--- src/design/assert_macros.svh ---
// Assertion macros shared by the chord name matcher RTL.
// Depends on nothing; included by files that carry concurrent checks.
`ifndef ASSERT_MACROS_SVH
`define ASSERT_MACROS_SVH

// Same-cycle implication, disabled while reset is asserted.
`define CNM_ASSERT_IMP(lbl, clk, rst_n, ante, cons, msg) \
  lbl: assert property (@(posedge clk) disable iff (!rst_n) (ante) |-> (cons)) \
    else $error(msg);

// Next-cycle implication, disabled while reset is asserted.
`define CNM_ASSERT_NXT(lbl, clk, rst_n, ante, cons, msg) \
  lbl: assert property (@(posedge clk) disable iff (!rst_n) (ante) |=> cons) \
    else $error(msg);

`endif

--- src/design/cnm_pkg.sv ---
// Package for the chord name matcher: types, interval templates and helpers.
// No dependencies; imported by every module of the block.
`timescale 1ns / 1ps

package cnm_pkg;

  localparam int NumStrings = 6;
  localparam int NumKinds   = 16;
  localparam int NumRoots   = 12;
  localparam int GroupSize  = 4;
  localparam int NumGroups  = NumRoots / GroupSize;
  localparam int MaxFretRow = 15;

  typedef logic [3:0]  pc_t;
  typedef logic [11:0] pcset_t;
  typedef logic [4:0]  code_t;

  typedef enum logic [1:0] {
    ST_NO_NOTES = 2'd0,
    ST_NO_MATCH = 2'd1,
    ST_FOUND    = 2'd2
  } status_t;

  localparam pc_t TuningReset [NumStrings] = '{4'd4, 4'd9, 4'd2, 4'd7, 4'd11, 4'd4};

  // Bit i of a mask is the interval of i semitones above the root.
  localparam pcset_t KindMask [NumKinds] = '{
    12'h091, 12'h089, 12'h491, 12'h891, 12'h489, 12'h449, 12'h049, 12'h249,
    12'h111, 12'h085, 12'h0A1, 12'h291, 12'h289, 12'h095, 12'h495, 12'h48D
  };

  localparam logic [2:0] KindTones [NumKinds] = '{
    3'd3, 3'd3, 3'd4, 3'd4, 3'd4, 3'd4, 3'd3, 3'd4,
    3'd3, 3'd3, 3'd3, 3'd4, 3'd4, 3'd4, 3'd5, 3'd5
  };

  typedef struct packed {
    logic [2:0] tones;
    logic [3:0] kind;
  } match_t;

  typedef struct packed {
    logic   valid;
    pcset_t pcs;
  } set_stage_t;

  typedef struct packed {
    logic                        valid;
    logic                        any;
    match_t [NumRoots-1:0]       best;
  } root_stage_t;

  typedef struct packed {
    logic    valid;
    status_t status;
    pc_t     root;
    logic [3:0] kind;
    logic [2:0] tones;
  } result_t;

  // Remainder by twelve through a reciprocal multiply; exact for x below 128.
  function automatic pc_t mod12(input logic [6:0] x);
    logic [12:0] p;
    logic [3:0]  q;
    logic [6:0]  r;
    p = 13'(x) * 13'd43;
    q = p[12:9];
    r = x - 7'(q) * 7'd12;
    return r[3:0];
  endfunction

endpackage

--- src/design/cnm_pitch_set.sv ---
// Pitch class set builder: per-string sums, then mod-12 decode into a set.
// Depends on cnm_pkg. Two register stages.
`timescale 1ns / 1ps

module cnm_pitch_set import cnm_pkg::*; #(
  parameter int MAX_FRET_ROW = MaxFretRow
) (
  input  logic                         clk,
  input  logic                         rst_n,
  input  logic                         in_valid,
  input  code_t                        start_fret,
  input  code_t [NumStrings-1:0]       codes,
  input  pc_t   [NumStrings-1:0]       tuning,
  output set_stage_t                   set_out
);

  logic [NumStrings-1:0][6:0] sum_r, sum_nxt;
  logic [NumStrings-1:0]      snd_r, snd_nxt;
  logic                       v1_r;
  set_stage_t                 set_r, set_nxt;

  always_comb begin
    for (int s = 0; s < NumStrings; s++) begin
      code_t row;
      row = codes[s] - 5'd1;
      if (codes[s] == 5'd1) begin
        sum_nxt[s] = {3'b000, tuning[s]};
        snd_nxt[s] = 1'b1;
      end else begin
        sum_nxt[s] = {3'b000, tuning[s]} + {2'b00, start_fret} + 7'd11 + {2'b00, row};
        snd_nxt[s] = (codes[s] != 5'd0) && (row <= 5'(MAX_FRET_ROW));
      end
    end
  end

  always_comb begin
    set_nxt.valid = v1_r;
    set_nxt.pcs   = '0;
    for (int s = 0; s < NumStrings; s++) begin
      if (snd_r[s]) begin
        set_nxt.pcs = set_nxt.pcs | (pcset_t'(1) << mod12(sum_r[s]));
      end
    end
  end

  always_ff @(posedge clk) begin
    sum_r     <= sum_nxt;
    snd_r     <= snd_nxt;
    set_r.pcs <= set_nxt.pcs;
    if (!rst_n) begin
      v1_r        <= 1'b0;
      set_r.valid <= 1'b0;
    end else begin
      v1_r        <= in_valid;
      set_r.valid <= set_nxt.valid;
    end
  end

  assign set_out = set_r;

endmodule

--- src/design/cnm_root_match.sv ---
// Per-root template matcher: rotates the set for each of the twelve roots
// and picks the best template per root. Depends on cnm_pkg. One register stage.
`timescale 1ns / 1ps

module cnm_root_match import cnm_pkg::*; (
  input  logic        clk,
  input  logic        rst_n,
  input  set_stage_t  set_in,
  output root_stage_t root_out
);

  // First template with the most tones among those contained in rot.
  function automatic match_t kind_pick(input pcset_t rot);
    logic [NumKinds-1:0] m;
    logic                h5, h4, h3;
    logic [3:0]          k5, k4, k3;
    match_t              res;
    h5 = 1'b0; h4 = 1'b0; h3 = 1'b0;
    k5 = '0;   k4 = '0;   k3 = '0;
    for (int k = 0; k < NumKinds; k++) begin
      m[k] = (rot & KindMask[k]) == KindMask[k];
    end
    for (int k = NumKinds - 1; k >= 0; k--) begin
      if (m[k] && KindTones[k] == 3'd5) begin
        h5 = 1'b1;
        k5 = 4'(k);
      end
      if (m[k] && KindTones[k] == 3'd4) begin
        h4 = 1'b1;
        k4 = 4'(k);
      end
      if (m[k] && KindTones[k] == 3'd3) begin
        h3 = 1'b1;
        k3 = 4'(k);
      end
    end
    if (h5) begin
      res = '{tones: 3'd5, kind: k5};
    end else if (h4) begin
      res = '{tones: 3'd4, kind: k4};
    end else if (h3) begin
      res = '{tones: 3'd3, kind: k3};
    end else begin
      res = '0;
    end
    return res;
  endfunction

  root_stage_t root_r, root_nxt;

  always_comb begin
    logic [23:0] dbl;
    dbl = {set_in.pcs, set_in.pcs};
    root_nxt.valid = set_in.valid;
    root_nxt.any   = |set_in.pcs;
    for (int r = 0; r < NumRoots; r++) begin
      // A pitch class that is not in the set cannot serve as root.
      if (set_in.pcs[r]) begin
        root_nxt.best[r] = kind_pick(dbl[r +: 12]);
      end else begin
        root_nxt.best[r] = '0;
      end
    end
  end

  always_ff @(posedge clk) begin
    root_r.any  <= root_nxt.any;
    root_r.best <= root_nxt.best;
    if (!rst_n) begin
      root_r.valid <= 1'b0;
    end else begin
      root_r.valid <= root_nxt.valid;
    end
  end

  assign root_out = root_r;

endmodule

--- src/design/cnm_select.sv ---
// Winner selection across roots: groups of four, then across the groups,
// with status formatting. Depends on cnm_pkg. Two register stages.
`timescale 1ns / 1ps

module cnm_select import cnm_pkg::*; (
  input  logic        clk,
  input  logic        rst_n,
  input  root_stage_t root_in,
  output result_t     res_out
);

  logic                        v4_r;
  logic                        any4_r, any4_nxt;
  match_t [NumGroups-1:0]      gbest_r, gbest_nxt;
  pc_t    [NumGroups-1:0]      groot_r, groot_nxt;
  result_t                     res_r, res_nxt;

  // Only a strictly larger tone count displaces an earlier root.
  always_comb begin
    any4_nxt = root_in.any;
    for (int g = 0; g < NumGroups; g++) begin
      gbest_nxt[g] = root_in.best[g * GroupSize];
      groot_nxt[g] = 4'(g * GroupSize);
      for (int j = 1; j < GroupSize; j++) begin
        if (root_in.best[g * GroupSize + j].tones > gbest_nxt[g].tones) begin
          gbest_nxt[g] = root_in.best[g * GroupSize + j];
          groot_nxt[g] = 4'(g * GroupSize + j);
        end
      end
    end
  end

  always_comb begin
    match_t win;
    pc_t    win_root;
    win      = gbest_r[0];
    win_root = groot_r[0];
    for (int g = 1; g < NumGroups; g++) begin
      if (gbest_r[g].tones > win.tones) begin
        win      = gbest_r[g];
        win_root = groot_r[g];
      end
    end
    res_nxt.valid = v4_r;
    if (!any4_r) begin
      res_nxt.status = ST_NO_NOTES;
      res_nxt.root   = '0;
      res_nxt.kind   = '0;
      res_nxt.tones  = '0;
    end else if (win.tones == 3'd0) begin
      res_nxt.status = ST_NO_MATCH;
      res_nxt.root   = '0;
      res_nxt.kind   = '0;
      res_nxt.tones  = '0;
    end else begin
      res_nxt.status = ST_FOUND;
      res_nxt.root   = win_root;
      res_nxt.kind   = win.kind;
      res_nxt.tones  = win.tones;
    end
  end

  always_ff @(posedge clk) begin
    any4_r       <= any4_nxt;
    gbest_r      <= gbest_nxt;
    groot_r      <= groot_nxt;
    res_r.status <= res_nxt.status;
    res_r.root   <= res_nxt.root;
    res_r.kind   <= res_nxt.kind;
    res_r.tones  <= res_nxt.tones;
    if (!rst_n) begin
      v4_r        <= 1'b0;
      res_r.valid <= 1'b0;
    end else begin
      v4_r        <= root_in.valid;
      res_r.valid <= res_nxt.valid;
    end
  end

  assign res_out = res_r;

endmodule

--- src/design/chord_name_matcher_top.sv ---
// Top level of the chord name matcher: tuning registers, configuration port,
// and the five-stage pipeline. Depends on cnm_pkg and the cnm_* stage modules.
`timescale 1ns / 1ps
`include "assert_macros.svh"

//  Channel   Handshake               Payload
//  ------    ---------------------   ------------------------------------------
//  input     start & !busy           in_start_fret, in_string0..5_code
//  result    out_valid (one cycle)   out_status, out_root_class, out_chord_kind,
//                                    out_tone_count
//  config    cfg_valid & cfg_ready   cfg_index, cfg_data
//
//  One shape is taken every cycle while busy is low; its result passes through
//  the registered stages in order: string sums, set decode, per-root template
//  match, group reduction, final selection. busy comes from a register that is
//  set during reset and cleared once reset is released.
//  Reset is synchronous and clears the valid bits and restores the tunings.
//  The receiver cannot stall, so the pipeline never holds.

module chord_name_matcher_top import cnm_pkg::*; #(
  parameter int MAX_FRET_ROW = MaxFretRow
) (
  input  logic       clk,
  input  logic       rst_n,
  input  logic       start,
  output logic       busy,
  input  logic [4:0] in_start_fret,
  input  logic [4:0] in_string0_code,
  input  logic [4:0] in_string1_code,
  input  logic [4:0] in_string2_code,
  input  logic [4:0] in_string3_code,
  input  logic [4:0] in_string4_code,
  input  logic [4:0] in_string5_code,
  output logic       out_valid,
  output logic [1:0] out_status,
  output logic [3:0] out_root_class,
  output logic [3:0] out_chord_kind,
  output logic [2:0] out_tone_count,
  input  logic       cfg_valid,
  output logic       cfg_ready,
  input  logic [2:0] cfg_index,
  input  logic [3:0] cfg_data
);

  pc_t   tuning_r [NumStrings];
  pc_t   tuning_nxt [NumStrings];
  logic  busy_r, busy_nxt;
  logic  in_xfer;
  code_t [NumStrings-1:0] codes;
  pc_t   [NumStrings-1:0] tuning_vec;
  set_stage_t  set_s;
  root_stage_t root_s;
  result_t     res_s;

  assign cfg_ready = 1'b1;
  assign busy      = busy_r;
  assign busy_nxt  = 1'b0;
  assign in_xfer   = start && !busy_r;

  always_comb begin
    for (int s = 0; s < NumStrings; s++) begin
      tuning_nxt[s] = tuning_r[s];
    end
    // Writes to indexes past the last string are dropped.
    if (cfg_valid && cfg_ready && cfg_index < 3'(NumStrings)) begin
      tuning_nxt[cfg_index] = cfg_data;
    end
  end

  always_ff @(posedge clk) begin
    if (!rst_n) begin
      busy_r <= 1'b1;
      for (int s = 0; s < NumStrings; s++) begin
        tuning_r[s] <= TuningReset[s];
      end
    end else begin
      busy_r <= busy_nxt;
      for (int s = 0; s < NumStrings; s++) begin
        tuning_r[s] <= tuning_nxt[s];
      end
    end
  end

  assign codes = {in_string5_code, in_string4_code, in_string3_code,
                  in_string2_code, in_string1_code, in_string0_code};

  always_comb begin
    for (int s = 0; s < NumStrings; s++) begin
      tuning_vec[s] = tuning_r[s];
    end
  end

  cnm_pitch_set #(
    .MAX_FRET_ROW (MAX_FRET_ROW)
  ) u_pitch_set (
    .clk        (clk),
    .rst_n      (rst_n),
    .in_valid   (in_xfer),
    .start_fret (in_start_fret),
    .codes      (codes),
    .tuning     (tuning_vec),
    .set_out    (set_s)
  );

  cnm_root_match u_root_match (
    .clk      (clk),
    .rst_n    (rst_n),
    .set_in   (set_s),
    .root_out (root_s)
  );

  cnm_select u_select (
    .clk     (clk),
    .rst_n   (rst_n),
    .root_in (root_s),
    .res_out (res_s)
  );

  assign out_valid      = res_s.valid;
  assign out_status     = res_s.status;
  assign out_root_class = res_s.root;
  assign out_chord_kind = res_s.kind;
  assign out_tone_count = res_s.tones;

  `CNM_ASSERT_NXT(a_latency, clk, rst_n, in_xfer, ##4 out_valid, "result missing after transfer")
  `CNM_ASSERT_IMP(a_origin, clk, rst_n, out_valid, $past(in_xfer, 5), "result without a transfer")
  `CNM_ASSERT_IMP(a_zero_fields, clk, rst_n, out_valid && res_s.status != ST_FOUND, out_root_class == 4'd0 && out_chord_kind == 4'd0 && out_tone_count == 3'd0, "fields not cleared without a chord")

endmodule

--- config.mk ---
export PLATFORM = sky130hd
export DESIGN_NAME = chord_name_matcher_top
export DESIGN_NICKNAME = d
export VERILOG_FILES = /design/src/design/cnm_pkg.sv /design/src/design/cnm_pitch_set.sv /design/src/design/cnm_root_match.sv /design/src/design/cnm_select.sv /design/src/design/chord_name_matcher_top.sv
export VERILOG_INCLUDE_DIRS = /design/src /design/src/design
export SDC_FILE = /design/constraint.sdc
export NUM_CORES = 1
export LEC_CHECK = 0
export ABC_AREA = 0
export BUFFER_PORTS_ARGS = -buffer_cell sky130_fd_sc_hd__buf_4
export CAP_MARGIN = 40
export CORE_MARGIN = 2
export CORE_UTILIZATION = 40
export DETAILED_ROUTE_END_ITERATION = 10
export GPL_TIMING_DRIVEN = 0
export SETUP_SLACK_MARGIN = 0.15
export SLEW_MARGIN = 15
export SYNTH_ARGS = -nofsm -noshare
export SYNTH_HDL_FRONTEND = slang
export SYNTH_SLANG_ARGS = --single-unit
--- constraint.sdc ---
create_clock -name clk -period 5.52 [get_ports clk]
set_clock_uncertainty 0.05 [all_clocks]
set_input_delay 0.276 -clock clk [delete_from_list [all_inputs] [get_ports clk]]
set_output_delay 0.276 -clock clk [all_outputs]
set_load 0.01 [all_outputs]
==> results.py <==
metrics = {
    "status": {
        "status": "completed",
    },
    "worst_setup_path": {
        "cp-end-kind": "flop",
        "max_stage_delay_ps": 550,
        "startpoint_type": "flop",
        "cp.buffers_inverters": 2,
        "critPathSlowestCell": "fa_1",
        "cp.required_ps": 5880,
        "arrival_ps": 5420,
        "critPathMaxFanout": 6,
        "critPathKind": "reg -> reg",
        "crit_family": "adder cells",
        "path_cells": "ha_1 > inv_1 > fa_1 > fa_1 > inv_1 > ha_1 > and3_1 > a21oi_1 > xnor2_1 > ha_1 > xnor2_1 > xnor2_1 > xor2_1 > nor3_1 > nor2_1 > nor2_1 > or3b_1",
    },
    "place": {
        "dpl.hpwl_um": 49850,
        "place.port_buffers": 59,
        "gp_congestion": 1.010,
        "pre_cts_slack_ps": 133.8,
    },
    "sta": {
        "worst_slack_ps": 457.0,
        "relSlewSlack_pct": 36.50,
        "worstMarginPinSlew_ps": 946.7,
        "finalSetupViolations": 0,
        "max_freq_ghz": 0.1975,
        "rsz0062_at_grt": "false",
        "whs_ps": 15.29,
        "slew_viol_final": 0,
        "fin_setup_tns_ps": 0,
        "timing_hold_violations_final": 0,
        "period_share_pct": 91.72,
        "min_period_ps": 5063,
    },
    "logic_synthesis": {
        "synth.avg_cell_area_um2": 8.137,
        "yosysWarnings": 0,
        "synth-seq-cells": 216,
        "synth.top_cells.by_area": "dfxtp_1, ha_1, inv_1",
        "synth_most_common_cell": "ha_1",
        "synth_fp_nets": 2571,
        "yosysTopAreaCellShare_pct": 24.25,
        "synth_common_cells": "ha_1, inv_1, dfxtp_1",
        "syn-cell-area_mm2": 0.01783,
        "synth_ff_type": "dfxtp_1",
        "synth_edf_count": 0,
        "synth-async-reset-ratio_pct": 0,
        "ys_seq_area_share_pct": 24.25,
        "synth.distinct_cells": 77,
        "yosysTopAreaCell": "dfxtp_1",
        "synth_cells": 2191,
    },
    "die": {
        "initial_core_util_pct": 40.40,
        "die-area_mm2": 0.04628,
        "die_width_um": 215.1,
        "core_area_mm2": 0.04412,
        "io_pins": 62,
        "row_count": 77,
        "die_h_um": 215.1,
    },
    "grt": {
        "gr-total-overflow": 0,
        "track_usage_pct": 26.79,
        "grt_pass1_wl_um": 95620,
        "grt_pass1_vias": 16590,
        "grt_max_degree": 14,
        "antenna_found_initial": 0,
    },
    "detailed_routing": {
        "post_drt_wl_per_cell_um": 21.68,
        "route.vias.total": 16264,
        "drc": 0,
        "drtAntennaViolNets": 0,
        "drt_iter0_markers": 1075,
        "viasPerCell": 5.595,
        "dr.pass1.iters": 5,
        "wl_um": 63010,
    },
    "worst_hold_path": {
        "hold_path_class": "in -> reg",
    },
    "clock_tree": {
        "postCtsSetupBuffers": 0,
        "cts_htree_levels": 1,
        "clkTransAtPathRegs_ps": 60,
        "cts-root-buf": "clkbuf_16",
        "cts_made_buffers": 25,
        "cts_max_path_buffers": 3,
        "clkLatencyLatePin_ps": 550,
        "clkSinkCount": 216,
        "tritoncts": "built",
    },
    "cells_and_area": {
        "drive_gt1_share_pct": 6.609,
        "multiInputGateArea_mm2": 0.01223,
        "area_growth_pct": 12.61,
        "fillers": 4494,
        "num_antenna_cells": 0,
        "finalNetCount": 2677,
        "seqCellArea_mm2": 0.004327,
        "postLayoutCoreUtil_pct": 45.50,
    },
    "flow_run": {
        "maxCapViolations": 0,
    },
}
stage by stage:
step	std cells	cell area [um2]
3_5_place_dp	2848	19070
2_1_floorplan	2191	17830
4_1_cts	2906	20040
3_3_place_gp	2842	19010
5_1_grt	2907	20080
6_report	2907	20080
flip-flops by register name (all words and copies together) (netlist names):
name                   flops
busy                       1
tuning_r                  24
u_pitch_set.set_out       13
u_pitch_set.snd_r          6
u_pitch_set.sum_r         42
u_pitch_set.v1_r           1
u_root_match.root_out     86
u_select.any4_r            1
u_select.gbest_r          21
u_select.groot_r           6
u_select.res_out          14
u_select.v4_r              1
tightest hold or removal path, cell delays in order:
cell and delay, ps:
buf_4 120, ha_1 130, a21oi_1 50
kinds of logic (layout without fill, tap and decap cells):
| family | count (synthesis) | in the layout | share of synthesized area (%) |
|---|---|---|---|
| mux | 67 | 67 | 3.825 |
| simple gates | 650 | 650 | 17.60 |
| xor+xnor | 97 | 97 | 4.765 |
| flops | 216 | 216 | 24.25 |
| compound gates | 483 | 483 | 16.83 |
| other cells | 1 | 1 | 0.02103 |
| fa+ha+maj | 334 | 334 | 25.46 |
| buf+inv | 343 | 467 | 7.243 |
final timing paths:
kind                                   from  slack (ps)  depth (start not counted)                endpoint
setup / recovery      u_pitch_set.sum_r[38]         460                         17  u_pitch_set.set_out[2]
hold reg to reg   u_root_match.root_out[84]         300                          0         u_select.any4_r
setup reg to reg      u_pitch_set.sum_r[38]         460                         17  u_pitch_set.set_out[2]
hold / removal           in_string0_code[0]          20                          3    u_pitch_set.sum_r[0]
cell usage in the layout, fill, tap and decap left out, types with 7 or more instances in the layout:
cell / instances
nor2b_1: 35
and2_1: 24
or2_2: 15
or4b_2: 7
xnor2_1: 54
o21ai_0: 127
clkbuf_1: 68
mux2_2: 9
fa_1: 48
xor2_1: 42
o2111ai_1: 8
or3_1: 20
inv_1: 261
o211ai_1: 17
o31ai_1: 8
dlygate4sd3_1: 13
dfxtp_1: 214
clkbuf_16: 25
a22oi_1: 8
a21oi_1: 148
nand3_1: 47
ha_1: 286
nand2_1: 210
buf_4: 61
mux2i_1: 58
a31oi_1: 18
nand4_1: 25
o21a_1: 13
buf_1: 14
nor3b_1: 8
and3_1: 7
o22ai_1: 23
a21o_1: 37
nand2b_1: 18
a32oi_1: 13
nor4b_1: 7
nor2_1: 162
nor3_1: 37
per-layer routing:
metal / track usage, % / wire, um / part of all wire [%] / vias up
met5: 0 / 0 / 0 / -
met4: 13.95 / 3744 / 5.9 / 0
li1: - / - / - / 7788
met3: 4.161 / 3741 / 5.9 / 186
met1: 30.12 / 24740 / 39 / 7688
met2: 48.69 / 30780 / 49 / 602
area by class of cell:
class / instances / share of cell area, %
Clock buffer: 32 / 3.496
Buffer: 81 / 1.533
Multi-Input combinational cell: 1632 / 60.93
Clock inverter: 13 / 0.7042
Tap cell: 592 / 3.689
Inverter: 262 / 4.898
Timing Repair Buffer: 79 / 3.197
Sequential cell: 216 / 21.55
timing repair:
action                     4_1_cts  5_1_grt
hold endpoints to repair        27        0
hold buffers                    13        0
setup endpoints to repair        1        6
resized for setup                1        5
Power is not shown: default switching activity piles up to over one toggle a cycle in this logic, so the estimate is an artifact.
